**src/hw/rtl/rhe_pkg.sv**
```systemverilog
// rhe_pkg: shared types, constants and helpers for the RGB histogram engine.
// No dependencies; imported by the top level, rhe_ctrl and rhe_datapath.
package rhe_pkg;

   localparam int BIN_TOTAL  = 256;
   localparam int BIN_BITS   = $clog2(BIN_TOTAL);
   localparam int COUNT_BITS = 32;
   localparam int OUT_BITS   = 32;
   localparam int CHAN_TOTAL = 3;

   localparam logic [1:0] OP_CLEAR = 2'd0;
   localparam logic [1:0] OP_ADD   = 2'd1;
   localparam logic [1:0] OP_READ  = 2'd2;

   typedef struct packed {
      logic [1:0] operation;
      logic [7:0] red_code;
      logic [7:0] green_code;
      logic [7:0] blue_code;
      logic [7:0] bin_index;
   } req_type;

   typedef struct packed {
      logic [31:0] red_count;
      logic [31:0] green_count;
      logic [31:0] blue_count;
      logic [31:0] peak_count;
   } rsp_type;

   typedef enum logic [2:0] {
      ST_SWEEP,
      ST_IDLE,
      ST_UPDATE,
      ST_PEAK,
      ST_DONE
   } state_type;

   // controller -> datapath
   typedef struct packed {
      logic capture;   // request taken, RAM reads issued
      logic sweep;     // write zero at sweep address, advance
      logic update;    // read data back, count registered, written for add
      logic fold;      // fold new counts into peak
      logic load_rsp;  // fill output register
   } cmd_type;

   // datapath -> controller
   typedef struct packed {
      logic sweep_last;
      logic rsp_busy;
   } status_type;

   function automatic logic [OUT_BITS-1:0] to_out(input logic [COUNT_BITS-1:0] c);
      logic [OUT_BITS+COUNT_BITS-1:0] w;
      w = {{OUT_BITS{1'b0}}, c};
      return w[OUT_BITS-1:0];
   endfunction

endpackage

```
**src/hw/rtl/rhe_ctrl.sv**
```systemverilog
// rhe_ctrl: sequencer for sweep, read-modify-write and response hand-off.
// Depends on rhe_pkg.
module rhe_ctrl
   import rhe_pkg::*;
(
   input  logic       clock,
   input  logic       reset,
   input  logic       req_valid,
   input  logic [1:0] req_operation,
   output logic       req_stall,
   input  status_type status,
   output cmd_type    cmd
);

   state_type state_ff, state_in;
   logic      owed_ff, owed_in;

   always_ff @(posedge clock) begin
      if (reset) begin
         state_ff <= ST_SWEEP;
         owed_ff  <= 1'b0;
      end else begin
         state_ff <= state_in;
         owed_ff  <= owed_in;
      end
   end

   always_comb begin
      state_in  = state_ff;
      owed_in   = owed_ff;
      cmd       = '0;
      req_stall = 1'b1;
      unique case (state_ff)
         ST_SWEEP: begin
            cmd.sweep = 1'b1;
            if (status.sweep_last) begin
               state_in = owed_ff ? ST_DONE : ST_IDLE;
            end
         end
         ST_IDLE: begin
            req_stall = 1'b0;
            if (req_valid) begin
               cmd.capture = 1'b1;
               if (req_operation == OP_CLEAR) begin
                  owed_in  = 1'b1;
                  state_in = ST_SWEEP;
               end else begin
                  state_in = ST_UPDATE;
               end
            end
         end
         ST_UPDATE: begin
            cmd.update = 1'b1;
            state_in   = ST_PEAK;
         end
         ST_PEAK: begin
            cmd.fold = 1'b1;
            state_in = ST_DONE;
         end
         ST_DONE: begin
            if (!status.rsp_busy) begin
               cmd.load_rsp = 1'b1;
               owed_in      = 1'b0;
               state_in     = ST_IDLE;
            end
         end
         default: begin
            state_in = ST_IDLE;
         end
      endcase
   end

endmodule

```
**config.mk**
```make
export PLATFORM = sky130hd
export DESIGN_NAME = rhe_ctrl
export DESIGN_NICKNAME = d
export VERILOG_FILES = /design/src/hw/rtl/rhe_pkg.sv /design/src/hw/rtl/rhe_ctrl.sv
export SDC_FILE = /design/constraint.sdc
export NUM_CORES = 1
export LEC_CHECK = 0
export BUFFER_PORTS_ARGS = -buffer_cell sky130_fd_sc_hd__buf_2
export CAP_MARGIN = 30
export CORE_AREA = 4 4 41 43
export CTS_BUF_LIST = sky130_fd_sc_hd__clkbuf_4 sky130_fd_sc_hd__clkbuf_8 sky130_fd_sc_hd__clkbuf_16
export DETAILED_ROUTE_END_ITERATION = 7
export DIE_AREA = 0 0 45 47
export MAX_ROUTING_LAYER = met4
export PLACE_DENSITY = 0.53
export SETUP_SLACK_MARGIN = 0.4
export SYNTH_ARGS = -nofsm -noshare
export SYNTH_HDL_FRONTEND = slang
export SYNTH_SLANG_ARGS = --single-unit
```
**constraint.sdc**
```tcl
create_clock -name clock -period 1.1 [get_ports clock]
set_input_delay 0.11 -clock clock [delete_from_list [all_inputs] [get_ports clock]]
set_output_delay 0.11 -clock clock [all_outputs]
set_load 0.05 [all_outputs]
```
## Yosys cells after proc, flatten, opt, wreduce, memory -nomap -nowiden

Index checks and enable logic that the tools add are counted.
Widths: inputs -> output; s select.

| word-level totals | value |
|---|---|
| flip-flop bits (word level) | 4 |

| cells by class | value |
|---|---|
| muxes and demuxes | 18 |
| equal/unequal tests | 8 |
| reductions and logical operators | 5 |

Operator list:

| operator | number |
|---|---|
| $pmux 3 s5 | 1 |
| $mux 3 | 4 |
| $mux 1 | 11 |
| $ne 2x2->1 const B | 4 |
| $eq 3x2->1 const B | 2 |
| $reduce_and 4->1 | 1 |
| $eq 3x1->1 const B | 1 |
| $eq 3x3->1 const B | 1 |
| $logic_not 3->1 | 1 |
| $reduce_and 3->1 | 1 |
| $logic_not 2->1 | 1 |
| $mux 2 | 1 |
| $pmux 1 s2 | 1 |
| $reduce_bool 2->1 | 1 |

## Longest topological paths before layout

Gate-level depths: netlist of run 1.

| logic depth | value |
|---|---|
| word-level depth | 4 |
| depth in mapped cells | 4 |
| depth with buffers taken out | 3 |

## Worst setup path before layout of run 1

Ideal clock, no wire load.

| timing | value |
|---|---|
| path type | register to output |
| from | register state_ff[1] |
| to | output port cmd[2] (netlist name) |
| path buffers | 1 |
| required time | 990 ps |
| arrival | 1580 ps |
| stages on the path, launching flop included | 3 |
| slack | -590 ps |
| cells stage by stage | dfxtp_1 buf_6 nor3b_1 |

RTL lines:

| what | line | RTL |
|---|---|---|
| start: declaration | rhe_ctrl.sv:15 | `state_type state_ff, state_in;` |
| start signal: assignment | rhe_ctrl.sv:23 | `state_ff <= state_in;` |
| end: declaration | rhe_ctrl.sv:12 | `output cmd_type cmd` |

==> results.txt, run 1 <==
VDD sags by at most 511 uV. The tools report the data arrival time of the critical path as 1140 ps. The logs give 5.74 ps for the final setup skew and 3 for the initial DRC count.

In the synthesized netlist the dominant register cell turns out to be dfxtp_1. After floorplanning, the core was divided into 13 placement rows. The number of I/O port buffers works out to 12. The run gives 779 um as the routed wire length. The number of antenna diodes in the final layout is 0. The tools report the kind of launch point of the worst setup path as a register. For the smallest setup slack after layout, the log shows -155 ps. The Yosys step of the flow raised 0 warnings. In the post-synthesis netlist, the cell with the most instances is dfxtp_1. For the number of antenna violations at the first check in global routing, the log shows 0.

The final cycle utilization of the critical path is 114%. The number of nets handed over by synthesis was 34. First-pass GRT wire length: 1210 um. The vertical die dimension is 47 um, and the power per cell area is 1140 mW/mm2. The routability-driven placement congestion ratio was 0.690; the via count was 309. For this configuration, the core starts out at a cell density of 19.1%. The slowest cell on the critical path was dfxtp_2. In the final timing run, aggregate negative setup slack is -775 ps. In the routed design, unresolved DRC markers number 0.

After synthesis the netlist holds a flip-flop and latch count of 4. Setup violations remaining at the end of the flow were counted as 8. The distinct cell type count after synthesis was 19. The highest clock frequency the design can meet came out at 0.797 GHz. Biggest cell delay along the critical path: 320 ps. Multiplexer cells account for 0% of the synthesized area. The via count of the first global-routing pass came out at 321. The worst hold slack after final layout was 73.8 ps. Synthesis produced 27 cells.

Summed over all cells, the static leakage comes to 0.243 nW. The run finished, with violations left. After synthesis, the largest area contributor takes up 32.2% of total cell area. The proportion of layout cells with a drive suffix above 1 was 83.6%. The synthesized netlist devotes 43.7% of its cell area to simple gates. Traced cell by cell, the critical path runs through buf_12 -> nor4b_4 -> buf_6. Clock tree synthesis inserted a total of 3 buffers. The worst path buffer plus inverter count is 2. The category of the most critical setup path is register to primary output. The worst min-delay path category was primary input to register. The mapped netlist covers 249 um2. The overflow left after global routing is 0. Yosys attributes the largest share of cell area to dfxtp_1 (32%), buf_6 (9.0%), a211oi_1 (6.0%).

The run gives 0.00130 mm2 as the placeable core region. The run gives 0 as the number of max-slew violations in the final report. The buffer levels on the longest clock path is 2, and the maximum number of pins on one net before global-route repair is 9. Final critical path time including I/O delays and setup: 1250 ps. The biggest area consumer among synthesized cells is dfxtp_1.

The synthesized netlist devotes 13.6% of its cell area to compound gates. The floorplan die area is 0.00212 mm2, and the placement-stage worst setup slack is -19.3 ps. The clock slew at the register clock pins of the worst setup and hold paths is 40 ps. The worst setup path is captured at a primary output.

Total number of clock tree sinks: 4. Family of cells with the greatest summed delay on the critical path: buffers and inverters. Required time at the worst-slack endpoint: 990 ps.

In the routed layout, each cell is associated on average with a via count of 4.41. The worst-margin pin slew was 242 ps; the signed area change from the synthesized netlist to the final layout was 137%. Share of async-settable or async-resettable flops after synthesis: 0%.

The run gives 1 as the CTS H-tree depth. Setup repair after global routing could not meet its margin everywhere. The logs give 0 for the final hold violation count and 0.674 mW for the power consumption. Measured against its own limit, the worst slew margin works out to 83.8%. The final HPWL from detailed placement was 512 um. The root buffer selected by CTS was clkbuf_4. Post-synthesis share of cell area spent on full adders, half adders and majority gates: 0%. The logs give 63 for the number of nets in the layout and 250 ps for the clock insertion delay at the later pin of the skew report.

Setup slack on the worst reg-to-reg path comes out at -100 ps. The max-cap check violation count was 0. The final reports fail on setup timing. The average size of a mapped cell was 9.22 um2. The number of optimization iterations in the first detailed-route pass came out at 2. The largest family of logic cells by synthesized area is simple AND/OR/NAND/NOR gates. In this run the count of I/O pins placed on the die edge is 13.

The routed wirelength normalized by instance count came out at 11.1 um. TritonCTS built the clock tree. Global routing consumed, over all layers together, 8.50% of the routing resources. Of all nets on the critical path, the largest fanout is 6. The count of nets left with antenna violations once routing finished came out at 0. Yosys mapped a number of flops with a built-in enable equal to 0. The xor-xnor portion of the synthesized cell area was 0%; the die boundary width was 45 um. After synthesis, flip-flops and latches occupy 32.2% of the total area.
==> layer usage <==
| metal | part of all wire [%] | track usage [%] | up-vias |
|---|---|---|---|
| li1 | - | - | 155 |
| met1 | 40 | 7.76 | 139 |
| met2 | 49 | 14.7 | 12 |
| met3 | 7.8 | 2.30 | 3 |
| met4 | 3.0 | 7.02 | 0 |
| met5 | 0 | - | - |
==> registers in the layout, summed over array words and instances, names as in the netlist <==
signal,cells
state_ff,3
owed_ff,1
==> kinds of logic (layout without fill, tap and decap cells) <==
kind of cell,Yosys count,count (layout)
simple gates,15,15
buf+inv,3,31
compound gates,5,5
flops,4,4
==> layout by cell type (no fill, tap or decap), types with 2 or more instances in the layout <==
cell type,netlist,final
dfxtp_4,0,2
nand2_2,1,2
buf_8,0,2
clkbuf_4,0,4
buf_4,0,9
buf_2,0,6
buf_6,2,8
==> metrics by stage <==
stage | util [%] | cell area (um2) | std cells
floorplan | - | 284 | 27
global placement | 29.4 | 383 | 56
detailed placement | 29.4 | 383 | 56
CTS | 43.0 | 559 | 68
global route | 45.4 | 591 | 70
finish | 45.4 | 591 | 70
==> layout make-up <==
type | count | area, um2
Timing Repair Buffer | 26 | 238
Inverter | 1 | 7.51
Sequential cell | 4 | 88.8
Multi-Input combinational cell | 20 | 208
Tap cell | 15 | 18.8
Clock buffer | 4 | 30.0
Fill cell | 132 | 711
==> power breakdown <==
part / switching, mW / leakage, nW / internal, mW / total, mW
sequential: 0.0151 / 0.0345 / 0.153 / 0.168
clock: 0.0737 / 0.0184 / 0.162 / 0.235
combinational: 0.128 / 0.190 / 0.142 / 0.271
total: 0.217 / 0.243 / 0.457 / 0.674
==> final timing paths <==
check | start | end | depth (start not counted)
setup / recovery | state_ff[0] | cmd[0] | 3
hold / removal | reset | state_ff[2] | 2
setup reg to reg | state_ff[2] | state_ff[0] | 4
hold reg to reg | state_ff[2] | state_ff[1] | 1
==> what timing repair did <==
item                       4_1_cts  5_1_grt
hold endpoints to repair         0        0
hold buffers                     0        0
pin swaps                        9        3
setup endpoints to repair       10       10
buffers inserted                 8        2
gates resized for setup         24        4
Note: power is estimated with default switching activity, not from simulation.
==> inputs of run 2 (changes only) <==
Settings changed: PLACE_DENSITY 0.53 to 0.52.
Clock period 1.1 ns to 1.3 ns, I/O delays scaled along.
==> run 2 against run 1 <==
The run now ends clean. Largest cell class is now multi-input combinational cells. Utilization rose by 2.7 points. Critical endpoint unchanged. Register-to-register slack gained 140 ps. Die area stayed put. Total power shrank 11%.
==> results.txt, run 2 (same netlist as run 1, synthesis figures left out) <==
The number of hold buffers added after CTS was 0. For the worst setup path, the data arrival time is 1140 ps. For the pin with the worst max-slew slack, the measured transition is 235 ps.

The worst pin sits at a relative slew slack of 84.2%. For the total number of clock tree sinks, the log shows 4. Setup slack on the worst reg-to-reg path comes out at 40 ps.

Excluding fillers, the count of instances in the completed layout stands at 70. The top register by number of flip-flops was state_ff. Net switching is 33.0% of the power. In the routed design, unresolved DRC markers number 0. The tools report the cell leakage power as 0.263 nW. Registers are responsible for 23.5% of the overall power. The post-route netlist has 87.3% of its cells at a drive strength greater than 1. The die is 47 um tall.

The analysis attributes to net switching a power of 0.198 mW. The floorplan die area is 0.00212 mm2. After detailed routing, the average wire length per cell comes to 12.7 um. Clock-pin slew was measured on the worst setup and hold paths at 40 ps.

Summing internal, switching and leakage power gives 0.600 mW. The signal on the critical path passes through buf_6 -> nor4b_4 -> buf_6. The flow ran to the end, and the final reports show no timing, DRC or antenna violations. The tools report the required time at the worst-slack endpoint as 1170 ps.

Derived from the worst setup path, the maximum achievable clock frequency is 0.785 GHz. Across all layers, the routed design uses 322 vias. Relative to the synthesized area, the layout overhead comes to 151%. The slowest stage of the critical path belongs to the cell dfxtp_4. The number of standard-cell rows in the floorplan came out at 13.

Total I/O pin count: 13. Internal power summed over all cells: 0.402 mW. The number of flip-flops under the largest register name is 3. Summed over all nets, the half-perimeter wirelength after detailed placement is 452 um. The final setup skew came out at 1.87 ps. The max-cap check violation count is 0. The tools report the met1 demand-to-capacity share in global routing as 10.7%.

The clock insertion delay at the later pin of the skew report was 240 ps; the met3 track demand over resource in global routing was 4.60%. By startpoint and endpoint, the worst setup path is classified as register to primary output. Once placement completed, the tool counted placed cells totaling 53.

Setup repair after global routing could not meet its margin everywhere. For the area of placed instances, the log shows 348 um2. The number of max-slew violations in the final report came out at 0. The first global-routing pass estimated 1360 um of wire. TritonCTS created 3 clock buffers. The kind of cell with the highest combined delay along the critical path is flip-flops. The worst min-delay path category is primary input to register.

The worst-case IR drop observed on VDD is 445 uV. The final layout contains 63 nets. The run gives 1 as the CTS H-tree depth.

The tools report the initial cell density of the core as 19.1%. In the layout the commonest cells are buf_6 (10), buf_2 (6), buf_4 (6), clkbuf_4 (4). For the final-layout fill cell count, the log shows 133.

The run gives 0.679 as the routability-driven placement congestion ratio. The tools report the placeable core region as 0.00130 mm2. The run gives 0 as the number of antenna violations at the first check in global routing. The run gives 43.3% as the combinational share of power. The run gives 9.87% as the overall track demand over capacity in global routing. In this run the most used layer during global routing was met2. The logs give 2 for the buffer levels on the longest clock path and 886 um for the routed wire length.

The tree is rooted in a clkbuf_4. During placement, the flow inserted port buffers numbering 12. Global routing finished with a remaining overflow of 0. Leading cell type in the layout, fill and taps excluded: buf_6. The clock network is responsible for 33.2% of the overall power. The worst path buffer plus inverter count is 2, and the smallest setup slack after layout is 26.3 ps. The final critical path time including I/O delays and setup works out to 1270 ps.

The tools report the via count of the first global-routing pass as 321. The placement-stage worst setup slack was 86.7 ps. STA classifies the critical path endpoint as a primary output. In this run, the number of DRC markers left after iteration 0 of detailed routing was 4.

Entering global routing, the biggest net connects 11 pins. For the sum of negative setup slack, the log shows 0 ps. Setup violations remaining at the end of the flow were counted as 0. The power per cell area came out at 958 mW/mm2. The number of optimization iterations in the first detailed-route pass is 4.

The worst setup path is launched from a register. After layout, the worst path uses 98.0% of the clock period. TritonCTS built the clock tree.

After routing the design area is 626 um2. The die boundary width came out at 45 um. The cell that appears most often on the critical path is buf_6. Top fanout value on the critical path: 3. In the final layout, the registers with the most flip-flops are state_ff x3, owed_ff x1. Using the TritonRoute via totals, the vias-per-cell ratio works out to 4.60. The final hold violation count was 0.

For this run, the slowest stage of the critical path takes 340 ps. The tools report the final antenna-violating net count as 0. The logs give 0 for the diode insertion count for antenna repair and 13.6% for the met2 usage.
run 2: path summary, 6_finish.rpt:
check | start | endpoint | depth (start not counted)
hold / removal | reset | state_ff[2] | 2
hold reg to reg | state_ff[2] | state_ff[1] | 1
setup / recovery | state_ff[0] | cmd[0] | 3
setup reg to reg | state_ff[0] | state_ff[0] | 5
run 2: final cells by class:
| type | instances | area (um2) | share of cell area (%) |
|---|---|---|---|
| well taps | 15 | 18.8 | 3.00 |
| clock buffers | 4 | 30.0 | 4.80 |
| repair buffers | 26 | 238 | 38.0 |
| inverters | 1 | 7.51 | 1.20 |
| multi-input cells | 20 | 240 | 38.4 |
| flip-flops and latches | 4 | 91.3 | 14.6 |
run 2: metal layers:
metal / wire length, um / up-vias / part of all wire [%]
li1: - / 156 / -
met1: 342 / 149 / 39
met2: 454 / 14 / 51
met3: 72 / 3 / 8.1
met4: 17 / 0 / 1.9
met5: 0 / - / 0
run 2: worst register-to-register path, delay by kind of cell, from the launching register on:
family          cells  cell delay (ps)
buf+inv             3              370
flops               1              340
simple gates        1              150
compound gates      1              290
run 2: repair_timing:
item	CTS	global route
gates resized for setup	26	13
setup buffers	7	6
pin swaps	4	7
endpoints found under the setup margin	10	10
run 2: through the flow:
stage / hold WS, ps / utilization (%)
floorplan: 189 / -
global placement: 350 / 26.7
detailed placement: 349 / 26.7
CTS: 89.2 / 40.2
global route: 117 / 48.1
finish: 119 / 48.1
run 2: power by group through the flow:
stage          clock network, mW  registers [mW]  logic (mW)
6_report                   0.199           0.141       0.259
5_1_grt                    0.220           0.143       0.272
4_1_cts                    0.207           0.143       0.208
3_5_place_dp                   0           0.144       0.130
3_3_place_gp                   0           0.145       0.130
2_1_floorplan                  0           0.135       0.113
